File: config.mk
export PLATFORM = sky130hd
export DESIGN_NAME = update_session_receiver_unit
export DESIGN_NICKNAME = d
export VERILOG_FILES = /design/src/rtl/usr_pkg.sv /design/src/rtl/update_session_receiver_unit.sv /design/src/rtl/usr_front.sv /design/src/rtl/usr_back.sv /design/src/rtl/usr_fifo.sv
export SDC_FILE = /design/constraint.sdc
export NUM_CORES = 2
export LEC_CHECK = 0
export BUFFER_PORTS_ARGS = -buffer_cell sky130_fd_sc_hd__buf_2
export CAP_MARGIN = 0
export CORE_ASPECT_RATIO = 2
export CORE_UTILIZATION = 59
export DETAILED_ROUTE_END_ITERATION = 12
export PLACE_DENSITY = 0.79
export SETUP_SLACK_MARGIN = 0.02
export SLEW_MARGIN = 15
export SYNTH_ARGS = -nofsm -noshare
export SYNTH_HDL_FRONTEND = slang
export SYNTH_HIERARCHICAL = 1
export SYNTH_SLANG_ARGS = --single-unit
File: constraint.sdc
create_clock -name clk -period 13.6 [get_ports clk]
set_clock_uncertainty 0.15 [all_clocks]
set_input_delay 2.04 -clock clk [delete_from_list [all_inputs] [get_ports clk]]
set_output_delay 2.04 -clock clk [all_outputs]
set_load 0.01 [all_outputs]
File: src/rtl/usr_pkg.sv
package usr_pkg;

  typedef enum logic [2:0] {
    CMD_BEGIN    = 3'd0,
    CMD_CHUNK    = 3'd1,
    CMD_FINALIZE = 3'd2,
    CMD_ABORT    = 3'd3,
    CMD_STATUS   = 3'd4,
    CMD_REBOOT   = 3'd5
  } cmd_t;

  typedef enum logic [2:0] {
    CODE_OK          = 3'd0,
    CODE_BAD_IMAGE   = 3'd1,
    CODE_BAD_SESSION = 3'd2,
    CODE_BUSY        = 3'd3,
    CODE_BAD_OFFSET  = 3'd4,
    CODE_BAD_CRC     = 3'd5,
    CODE_NOT_READY   = 3'd6,
    CODE_UNSUPPORTED = 3'd7
  } code_t;

  typedef enum logic [1:0] {
    PH_IDLE      = 2'd0,
    PH_RECEIVING = 2'd1,
    PH_FAILED    = 2'd2,
    PH_READY     = 2'd3
  } phase_t;

  localparam logic [31:0] CRC_POLY = 32'hEDB88320;
  localparam int unsigned CB_W = 17;

  // request handed from the front part to the back part
  typedef struct packed {
    logic [2:0]  command;
    logic [31:0] sess_tag;
    logic [31:0] img_tag;
    logic [31:0] img_len;
    logic [15:0] seg_limit;
    logic [31:0] seg_total;
    logic [31:0] seg_num;
    logic [31:0] byte_offset;
    logic [31:0] chunk_check;
    logic        begin_bad;   // begin field check failed
    logic        chunk_end;   // last byte, carries finished chunk
    logic [31:0] crc;         // finished chunk crc (complemented)
    logic [CB_W-1:0] size;    // finished chunk size
  } req_t;

  // result item
  typedef struct packed {
    logic        kind;
    logic [31:0] ack_session;
    logic [31:0] ack_image;
    logic [31:0] ack_index;
    logic [2:0]  ack_code;
    logic [1:0]  session_state;
    logic [31:0] report_size;
    logic [31:0] report_written;
    logic [31:0] report_offset;
    logic [2:0]  report_error;
  } res_t;

  function automatic logic [31:0] crc_byte(input logic [31:0] c, input logic [7:0] b);
    logic [31:0] x;
    x = c ^ {24'd0, b};
    for (int i = 0; i < 8; i++) begin
      x = x[0] ? ((x >> 1) ^ CRC_POLY) : (x >> 1);
    end
    return x;
  endfunction

endpackage

File: src/rtl/update_session_receiver_unit.sv
// Update session receiver: the receiving end of a chunked image transfer.
// Input channel: queue style, a request is taken on a clock edge with in_push
// high and in_full low. Each request holds one command (begin, chunk byte,
// finalize, abort, status, reboot, unknown) with its header fields.
// Result channel: queue style, the oldest result sits on out_* while out_empty
// is low and leaves on an edge with out_pop high.
// Chunk bytes stream in one per cycle while in_full is low; the front keeps
// a running CRC-32 and byte count and forwards only the last byte of a chunk
// plus every other command. The back holds the session state and forms one
// ack or status report per forwarded request, written into the result queue
// on the same edge; from the next cycle it sits on out_* once older ones leave.
// Throughput: one request per cycle while the result queue has room; the
// queue depth (OUT_DEPTH) bounds how far the sender runs ahead of out_pop.
// When the receiver stalls, the queue fills and in_full rises; nothing is lost.
// Reset (synchronous, rst_n low): session cleared, phase idle, CRC all ones,
// result queue empty.
module update_session_receiver_unit
  import usr_pkg::*;
#(
  parameter int unsigned MAX_CHUNK_BYTES = 256,
  parameter int unsigned OUT_DEPTH = 2
) (
  input  logic        clk,
  input  logic        rst_n,
  input  logic        in_push,
  output logic        in_full,
  input  logic [2:0]  in_command,
  input  logic [31:0] in_sess_tag,
  input  logic [31:0] in_img_tag,
  input  logic [31:0] in_img_len,
  input  logic [15:0] in_seg_limit,
  input  logic [31:0] in_seg_total,
  input  logic [31:0] in_seg_num,
  input  logic [31:0] in_byte_offset,
  input  logic [31:0] in_chunk_check,
  input  logic [7:0]  in_data_byte,
  input  logic        in_last_byte,
  output logic        out_empty,
  input  logic        out_pop,
  output logic        out_kind,
  output logic [31:0] out_ack_session,
  output logic [31:0] out_ack_image,
  output logic [31:0] out_ack_index,
  output logic [2:0]  out_ack_code,
  output logic [1:0]  out_session_state,
  output logic [31:0] out_report_size,
  output logic [31:0] out_report_written,
  output logic [31:0] out_report_offset,
  output logic [2:0]  out_report_error
);

  logic take, req_valid, acc_clear, res_valid, q_full, q_rd;
  req_t req;
  res_t res, q_head;

  // one result per request at most; full queue stalls the input
  assign in_full = q_full;
  assign take = in_push && !q_full;
  assign q_rd = out_pop && !out_empty;

  usr_front #(.MAX_CHUNK_BYTES(MAX_CHUNK_BYTES)) u_front (
    .clk, .rst_n,
    .in_take(take),
    .in_command, .in_sess_tag, .in_img_tag, .in_img_len, .in_seg_limit,
    .in_seg_total, .in_seg_num, .in_byte_offset, .in_chunk_check,
    .in_data_byte, .in_last_byte,
    .acc_clear,
    .req_valid, .req
  );

  usr_back u_back (
    .clk, .rst_n,
    .req_valid, .req,
    .acc_clear,
    .res_valid, .res
  );

  usr_fifo #(.DEPTH(OUT_DEPTH)) u_fifo (
    .clk, .rst_n,
    .wr(res_valid), .wdata(res),
    .rd(q_rd),
    .empty(out_empty), .full(q_full),
    .rdata(q_head)
  );

  assign out_kind           = q_head.kind;
  assign out_ack_session    = q_head.ack_session;
  assign out_ack_image      = q_head.ack_image;
  assign out_ack_index      = q_head.ack_index;
  assign out_ack_code       = q_head.ack_code;
  assign out_session_state  = q_head.session_state;
  assign out_report_size    = q_head.report_size;
  assign out_report_written = q_head.report_written;
  assign out_report_offset  = q_head.report_offset;
  assign out_report_error   = q_head.report_error;

endmodule

File: src/rtl/usr_front.sv
module usr_front
  import usr_pkg::*;
#(
  parameter int unsigned MAX_CHUNK_BYTES = 256
) (
  input  logic        clk,
  input  logic        rst_n,
  input  logic        in_take,
  input  logic [2:0]  in_command,
  input  logic [31:0] in_sess_tag,
  input  logic [31:0] in_img_tag,
  input  logic [31:0] in_img_len,
  input  logic [15:0] in_seg_limit,
  input  logic [31:0] in_seg_total,
  input  logic [31:0] in_seg_num,
  input  logic [31:0] in_byte_offset,
  input  logic [31:0] in_chunk_check,
  input  logic [7:0]  in_data_byte,
  input  logic        in_last_byte,
  // from back part: abort that clears the accumulator
  input  logic        acc_clear,
  output logic        req_valid,
  output req_t        req
);

  logic [31:0]     crc_r, crc_nxt, crc_upd;
  logic [CB_W-1:0] cnt_r, cnt_nxt, cnt_upd;
  logic            is_chunk, is_begin, bad;

  // abort is decided in the back part in the same cycle it is taken and
  // clears the accumulator here; an abort request is never a chunk byte
  always_comb begin
    is_chunk = (in_command == CMD_CHUNK);
    is_begin = (in_command == CMD_BEGIN);
    bad = (in_sess_tag == '0) || (in_img_tag == '0) || (in_img_len == '0) ||
          (in_seg_limit == '0) || (in_seg_total == '0) ||
          (32'(in_seg_limit) > 32'(MAX_CHUNK_BYTES));
    crc_upd = crc_byte(crc_r, in_data_byte);
    cnt_upd = (cnt_r == '1) ? cnt_r : cnt_r + 1'b1;
    crc_nxt = crc_r;
    cnt_nxt = cnt_r;
    if (acc_clear) begin
      crc_nxt = '1;
      cnt_nxt = '0;
    end
    if (in_take) begin
      if (is_chunk && !in_last_byte) begin
        crc_nxt = crc_upd;
        cnt_nxt = cnt_upd;
      end else if (is_chunk || (is_begin && !bad)) begin
        crc_nxt = '1;
        cnt_nxt = '0;
      end
    end
  end

  always_ff @(posedge clk) begin
    if (!rst_n) begin
      crc_r <= '1;
      cnt_r <= '0;
    end else begin
      crc_r <= crc_nxt;
      cnt_r <= cnt_nxt;
    end
  end

  always_comb begin
    req_valid = in_take && !(is_chunk && !in_last_byte);
    req.command      = in_command;
    req.sess_tag     = in_sess_tag;
    req.img_tag      = in_img_tag;
    req.img_len      = in_img_len;
    req.seg_limit    = in_seg_limit;
    req.seg_total    = in_seg_total;
    req.seg_num      = in_seg_num;
    req.byte_offset  = in_byte_offset;
    req.chunk_check  = in_chunk_check;
    req.begin_bad    = bad;
    req.chunk_end    = is_chunk;
    req.crc          = ~crc_upd;
    req.size         = cnt_upd;
  end

endmodule

File: src/rtl/usr_back.sv
module usr_back
  import usr_pkg::*;
(
  input  logic clk,
  input  logic rst_n,
  input  logic req_valid,
  input  req_t req,
  output logic acc_clear,
  output logic res_valid,
  output res_t res
);

  phase_t      phase_r, phase_nxt;
  logic [31:0] sess_r, sess_nxt, img_r, img_nxt, esize_r, esize_nxt;
  logic [15:0] achunk_r, achunk_nxt;
  logic [31:0] echunks_r, echunks_nxt, written_r, written_nxt;
  logic [31:0] noff_r, noff_nxt, nidx_r, nidx_nxt;
  logic [2:0]  err_r, err_nxt;
  logic        match;
  logic [32:0] end_off;
  code_t       code;
  logic [31:0] idx;

  always_comb begin
    match = (sess_r != '0) && (img_r != '0) &&
            (req.sess_tag == sess_r) && (req.img_tag == img_r);
    end_off = {1'b0, req.byte_offset} + 33'(req.size);
    phase_nxt = phase_r;  sess_nxt = sess_r;  img_nxt = img_r;
    esize_nxt = esize_r;  achunk_nxt = achunk_r; echunks_nxt = echunks_r;
    written_nxt = written_r; noff_nxt = noff_r; nidx_nxt = nidx_r; err_nxt = err_r;
    acc_clear = 1'b0;
    code = CODE_OK;
    idx = nidx_r;
    res = '0;
    res.ack_session = req.sess_tag;
    res.ack_image = req.img_tag;
    if (req_valid) begin
      unique case (req.command)
        CMD_BEGIN: begin
          idx = '0;
          if (req.begin_bad) begin
            code = CODE_BAD_IMAGE;
            err_nxt = CODE_BAD_IMAGE;
            phase_nxt = PH_FAILED;
          end else begin
            phase_nxt = PH_RECEIVING;
            sess_nxt = req.sess_tag; img_nxt = req.img_tag;
            esize_nxt = req.img_len; achunk_nxt = req.seg_limit;
            echunks_nxt = req.seg_total;
            written_nxt = '0; noff_nxt = '0; nidx_nxt = '0; err_nxt = '0;
          end
        end
        CMD_CHUNK: begin
          idx = req.seg_num;
          priority if (!match) code = CODE_BAD_SESSION;
          else if (phase_r != PH_RECEIVING) code = CODE_BUSY;
          else if (req.seg_num != nidx_r || req.byte_offset != noff_r) begin
            code = CODE_BAD_OFFSET; err_nxt = CODE_BAD_OFFSET;
          end else if (req.size > CB_W'(achunk_r) || end_off > {1'b0, esize_r}) begin
            code = CODE_BAD_IMAGE; err_nxt = CODE_BAD_IMAGE;
          end else if (req.crc != req.chunk_check) begin
            code = CODE_BAD_CRC; err_nxt = CODE_BAD_CRC;
          end else begin
            written_nxt = written_r + 32'(req.size);
            noff_nxt = noff_r + 32'(req.size);
            nidx_nxt = nidx_r + 1'b1;
            err_nxt = '0;
          end
        end
        CMD_FINALIZE: begin
          priority if (!match) code = CODE_BAD_SESSION;
          else if (written_r != esize_r || nidx_r != echunks_r) begin
            code = CODE_NOT_READY; err_nxt = CODE_NOT_READY;
          end else begin
            phase_nxt = PH_READY; err_nxt = '0;
          end
        end
        CMD_ABORT: begin
          if (!match) code = CODE_BAD_SESSION;
          else begin
            idx = '0;
            acc_clear = 1'b1;
            phase_nxt = PH_IDLE; sess_nxt = '0; img_nxt = '0; esize_nxt = '0;
            achunk_nxt = '0; echunks_nxt = '0; written_nxt = '0; noff_nxt = '0;
            nidx_nxt = '0; err_nxt = '0;
          end
        end
        CMD_STATUS: ;
        CMD_REBOOT: begin
          priority if (!match) code = CODE_BAD_SESSION;
          else if (phase_r != PH_READY) code = CODE_NOT_READY;
          else code = CODE_UNSUPPORTED;
        end
        default: begin
          code = CODE_UNSUPPORTED;
          res.ack_session = sess_r;
          res.ack_image = img_r;
        end
      endcase
    end
    res.ack_index = idx;
    res.ack_code = code;
    res.session_state = phase_nxt;
    if (req.command == CMD_STATUS) begin
      res.kind = 1'b1;
      res.ack_session = sess_r;
      res.ack_image = img_r;
      res.ack_index = '0;
      res.ack_code = CODE_OK;
      res.report_size = esize_r;
      res.report_written = written_r;
      res.report_offset = noff_r;
      res.report_error = err_r;
    end
    res_valid = req_valid;
  end

  always_ff @(posedge clk) begin
    if (!rst_n) begin
      phase_r <= PH_IDLE; sess_r <= '0; img_r <= '0; esize_r <= '0;
      achunk_r <= '0; echunks_r <= '0; written_r <= '0; noff_r <= '0;
      nidx_r <= '0; err_r <= '0;
    end else begin
      phase_r <= phase_nxt; sess_r <= sess_nxt; img_r <= img_nxt;
      esize_r <= esize_nxt; achunk_r <= achunk_nxt; echunks_r <= echunks_nxt;
      written_r <= written_nxt; noff_r <= noff_nxt; nidx_r <= nidx_nxt;
      err_r <= err_nxt;
    end
  end

endmodule

File: src/rtl/usr_fifo.sv
module usr_fifo
  import usr_pkg::*;
#(
  parameter int unsigned DEPTH = 2
) (
  input  logic clk,
  input  logic rst_n,
  input  logic wr,
  input  res_t wdata,
  input  logic rd,
  output logic empty,
  output logic full,
  output res_t rdata
);

  localparam int unsigned AW = (DEPTH > 1) ? $clog2(DEPTH) : 1;

  res_t mem [DEPTH];
  logic [AW-1:0] wp_r, rp_r;
  logic [AW:0]   cnt_r;

  assign empty = (cnt_r == '0);
  assign full  = (cnt_r == (AW+1)'(DEPTH));
  assign rdata = mem[rp_r];

  always_ff @(posedge clk) begin
    if (wr) mem[wp_r] <= wdata;
  end

  always_ff @(posedge clk) begin
    if (!rst_n) begin
      wp_r <= '0; rp_r <= '0; cnt_r <= '0;
    end else begin
      if (wr) wp_r <= (wp_r == AW'(DEPTH-1)) ? '0 : wp_r + 1'b1;
      if (rd) rp_r <= (rp_r == AW'(DEPTH-1)) ? '0 : rp_r + 1'b1;
      cnt_r <= cnt_r + (AW+1)'(wr) - (AW+1)'(rd);
    end
  end

endmodule

Yosys cells after proc, flatten, opt, wreduce, memory -nomap -nowiden
Memories as Yosys holds them, arrays and structs flattened. A register that Yosys moved wholly into a read port is not among the register bits.
Cells that the tools add are included.

word-level totals
  RAM bits = 402
  logic and storage cells = 189
  memories kept = 1
  bits of input ports = 256
  register bits after elaboration = 298

memories
  memory      words  bits a word  read ports  clocked after Yosys merged registers in  write ports  RTL line        source
  u_fifo.mem  2      201          1           1                                        1            usr_fifo.sv:18  res_t mem [DEPTH];

cells by class
  mux-type cells = 88
  add/subtract/negate cells = 9
  $lt $le $gt $ge = 3
  bitwise operators = 10
  reductions and logical operators = 39
  equal/unequal tests = 24

operators with widths
  cell                                           number
  two-way mux 32 bit                             35
  case mux 32 bit (3 select lines)               4
  case mux 32 bit (2 select lines)               4
  inequality test 32 bit                         5
  zero test 32 bit                               4
  two-way mux 64 bit                             2
  inverter 13 -> 14 bit                          8
  two-way mux 100 bit                            1
  two-way mux 99 bit                             1
  two-way mux 17 bit                             5
  adder 32 x 17 -> 32 bit                        2
  == test 32 bit                                 2
  nonzero test 32 bit                            2
  two-way mux 3 bit                              13
  adder 32 x 17 -> 33 bit                        1
  > comparator 33 x 32 -> 1 bit                  1
  adder 32 x 1 -> 32 bit, second input constant  1
  two-way mux 16 bit                             2
  inverter 32 bit                                1
  case mux 16 bit (2 select lines)               1
  bitwise XOR 32 x 8 -> 32 bit                   1
  adder 17 x 1 -> 17 bit, second input constant  1
  == test 17 bit, second input constant          1
  > comparator 17 x 16 -> 1 bit                  1
  other kinds (29)                               74

Longest topological paths before layout
  depth after elaboration = 27
  depth in mapped cells = 29
  gate-level depth less buffers = 25

Modules after synthesis
The synthesis kept the hierarchy.

modules (own cells, without submodules)
  module                        sequential area each (um2)  times used  cells an instance  area an instance (um2)
  usr_back                      4904.7                      1           2413               18469.0
  usr_fifo                      12171.7                     1           646                14801.7
  usr_front                     980.9                       1           574                5138.7
  update_session_receiver_unit  0.0                         1           2                  27.5

Least setup slack after synthesis
OpenSTA, ideal clock, no wires.

  path kind = in2reg
  start point = input port in_command[0]
  end point = register u_fifo.wp_r
  setup slack = 1.019 ns
  stages = 6
  buffers on the path = 1
  setup time = 0.100 ns
  data arrival time = 12.332 ns
  path through = nor3b_1 nor2b_1 nor2b_1 buf_4 nor2b_1 o21a_1

between the ends
  word-level cells in the longest chain between the ends = 4

ends and longest elaborated chain
  what                    RTL line                            source
  start, declared         update_session_receiver_unit.sv:27  input logic [2:0] in_command,
  == test 3 x 1 -> 1 bit  usr_front.sv:33                     is_chunk = (in_command == CMD_CHUNK);
  logical AND 1 bit       usr_front.sv:68                     req_valid = in_take && !(is_chunk && !in_last_byte);
  zero test 1 bit         usr_front.sv:68
  logical AND 1 bit       usr_front.sv:68
  via req_valid           update_session_receiver_unit.sv:52  logic take, req_valid, acc_clear, res_valid, q_full, q_rd;
  end signal, assigned    usr_fifo.sv:34                      if (wr) wp_r <= (wp_r == AW'(DEPTH-1)) ? '0 : wp_r + 1'b1;
  end, declared           usr_fifo.sv:19                      logic [AW-1:0] wp_r, rp_r;

The timed path passes the listed nets, and every way through them passes these cells.
A chain may end at the register's enable or synchronous reset.

==> results.md <==
- Hold Vio Cnt, Final: 0
- Crit-path max FO: 37
- DRC marker count from the first detailed-route iteration: 2463
- Hpwl dp: 94.7 mm
- Pleak: 15.8 nW
- P per Cell Area: 135 nW/µm²
- Standard-cell rows: 132
- Top layer reached by signal wires: met5
- Clk buf depth: 3
- Fin crit share: 0.596
- CP max stage cell: a2111oi_0
- Slowest Stage Delay on Critical Path: 0.72 ns
- Max-slew violations: 0
- Initial antenna violation count: 17
- Maximum vdd drop: 0.139 mV
- Max Cap Viol: 0
- Setup-failing EPs final: 0
- Routability Congestion: 1.04
- Global-route usage over all layers: 0.372
- CP Cell Sequence: nand4_2 -> nor4_4 -> nand4_1 -> mux2_2 -> ha_1 -> a21o_1 -> a21oi_1 -> o21bai_1 -> a2111oi_0 -> o31a_1 -> a21boi_0 -> a21boi_0 -> nor3b_1 -> xor2_1 -> ha_1 -> nand4_1 -> or4_1 -> or3_1 -> a31o_2 -> a31oi_2 -> or2_2 -> buf_4 -> o41ai_1 -> a21o_1
- First-pass GRT wire length: 179 mm
- Top delay family on crit path: compound AO/OA/AOI/OAI gates
- Pre-CTS setup slack: 5.53 ns
- Synth Warn #: 6
- Setup Buffers After CTS: 0
- Layout cells sized above 1: 0.255
- Startpoint Class: flip-flop
- Final worst-path setup slack: 5.50 ns
- CTS buffer count: 60
- Sequential power share: 0.450
- NumNets Final: 4137
- PortBufs: 458
- Part of the power in the clock network: 0.318
- Minimum clock period: 8.10 ns
- Comb power frac: 0.231
- WL met2: 62.2 mm
- Area of the multi-input gates: 17200 µm²
- Total power: 5.59 mW
- H-tree level count: 2
- CTS tree: yes
- DIE HEIGHT: 363 µm
- Metal3 WL: 8.85 mm
- WL/cell: 26.7 µm
- CTS sink cnt: 701
- NetSw: 1.64 mW
- Routed vias: 29000
- Metal1 wirelength: 40.3 mm
- Antenna Violating Nets Remaining: 0
- # IOs: 459
- Die area: 66200 µm²
- Cts hold-fix bufs: 0
- Filler Cell Count: 5309
- Peak Freq: 123 MHz
- Syn Area/Cell: 10.6 µm²
- Clock transition at path regs: 0.07 ns
- Critical Path End Type: flip-flop
- Total Neg Setup Slack: 0 ns
- Pre-antenna DRT Iters: 9
- Total routed wirelength: 126 mm
- Starting Density: 0.595
- P&R area growth vs syn: 7.98%
- Max_slew headroom: 0.230
- Cells after synthesis: 3634
- Placed cell count: 4584
- Net Count, Synth: 3996
- Worst endpoint required time: 13.98 ns
- Root Driver: clkbuf_16
- Status: completed
- Buf/Inv on CP: 1
- Int Pwr: 3.94 mW
- Final cell count without fillers: 4706
- Gr ovfl total: 0
- Switching part of the total: 0.294
- Routed vias/inst: 6.17
- Clock latency on the worst-skew pair: 0.64 ns
- Pin count of the biggest net entering global routing: 104
- Core box area: 64600 µm²
- # DRC: 0
- FF+latch area: 18100 µm²
- Via count of the first global-routing pass: 28600
- PostCTS Resize Cnt: 0
- Synthesized cell area: 38400 µm²
- Crit path kind: flip-flop to flip-flop
- Die Wd: 182 µm
- Worst hold path class: flip-flop to flip-flop
- RSZ-0062 raised after global routing: no
- Worst-Margin Slew: 1.15 ns
- Worst Path Arrival: 8.48 ns
[power groups by stage]
stage	clock, mW	combinational, mW	sequential, mW
detailed placement	0	1.28	2.56
global placement	0	1.28	2.55
finish	1.78	1.29	2.52
global route	1.88	1.36	2.53
CTS	1.80	1.29	2.52
floorplan	0	0.891	2.58
[worst register-to-register path, cell delays in order (launching register included)]
cell,delay (ns)
dfxtp_1,0.50
nand4_2,0.20
nor4_4,0.44
nand4_1,0.40
mux2_2,0.51
ha_1,0.33
a21o_1,0.16
a21oi_1,0.24
o21bai_1,0.12
a2111oi_0,0.72
o31a_1,0.31
a21boi_0,0.16
a21boi_0,0.27
nor3b_1,0.10
xor2_1,0.17
ha_1,0.31
nand4_1,0.17
or4_1,0.53
or3_1,0.31
a31o_2,0.28
a31oi_2,0.18
or2_2,0.57
buf_4,0.51
o41ai_1,0.16
a21o_1,0.19
[layout make-up]
| class | count | share of cell area |
|---|---|---|
| Sequential cell | 701 | 0.435 |
| Multi-Input combinational cell | 2405 | 0.415 |
| Timing Repair Buffer | 519 | 0.0663 |
| Clock buffer | 72 | 0.0380 |
| Tap cell | 871 | 0.0263 |
| Clock inverter | 42 | 0.0104 |
| Inverter | 88 | 0.00808 |
| Antenna cell | 8 | 0.000482 |
[final timing paths]
check                                          from             endpoint  slack [ns]  cells past startpoint
worst min register to register  u_back/achunk_r[14]  u_back/achunk_r[14]        0.30                      2
worst max register to register     u_front/cnt_r[3]    u_back/noff_r[19]        5.50                     24
worst min-delay path            u_back/achunk_r[14]  u_back/achunk_r[14]        0.30                      2
worst max-delay path               u_front/cnt_r[3]    u_back/noff_r[19]        5.50                     24
[layout by cell type (no fill, tap or decap), types with 18 or more instances in the layout]
cell,instances
buf_2,458
edfxtp_1,402
dfxtp_1,298
nand2_1,286
mux2_2,266
a21oi_1,251
nand3_1,229
xnor2_1,196
xor2_1,167
nor2_1,121
and2_1,118
nor4_1,103
ha_1,103
inv_1,85
nand4_1,69
clkbuf_16,61
buf_4,61
o21ai_0,55
a22oi_1,33
nor3_1,29
a2bb2oi_2,29
and3_1,27
or3_1,22
or2_2,20
a21o_1,18
[sequential cells by signal, indices dropped and copies added, names as in the netlist, 2 cells and up, named ones only]
name and count:
u_fifo/mem 402, u_back/nidx_r 32, u_back/noff_r 32, u_back/phase_r 2, u_back/echunks_r 32, u_back/sess_r 32
u_back/achunk_r 16, u_back/err_r 3, u_front/cnt_r 17, u_front/crc_r 32, u_fifo/cnt_r 2, u_back/written_r 32
u_back/esize_r 32, u_back/img_r 32
[per-layer routing]
| layer | vias up | global-route usage |
|---|---|---|
| li1 | 13100 | - |
| met2 | 1444 | 0.650 |
| met3 | 520 | 0.0707 |
| met5 | - | 0 |
| met1 | 13900 | 0.361 |
| met4 | 10 | 0.366 |
[stage by stage]
stage          hold slack (ns)  instance area [µm²]  utilization
5_1_grt                  0.322                41500        0.642
4_1_cts                  0.303                41500        0.642
6_report                 0.302                41500        0.643
2_1_floorplan            0.282                38400            -
3_3_place_gp             0.289                39500        0.611
3_5_place_dp             0.296                39500        0.611
(Power assumes the default switching activity.)
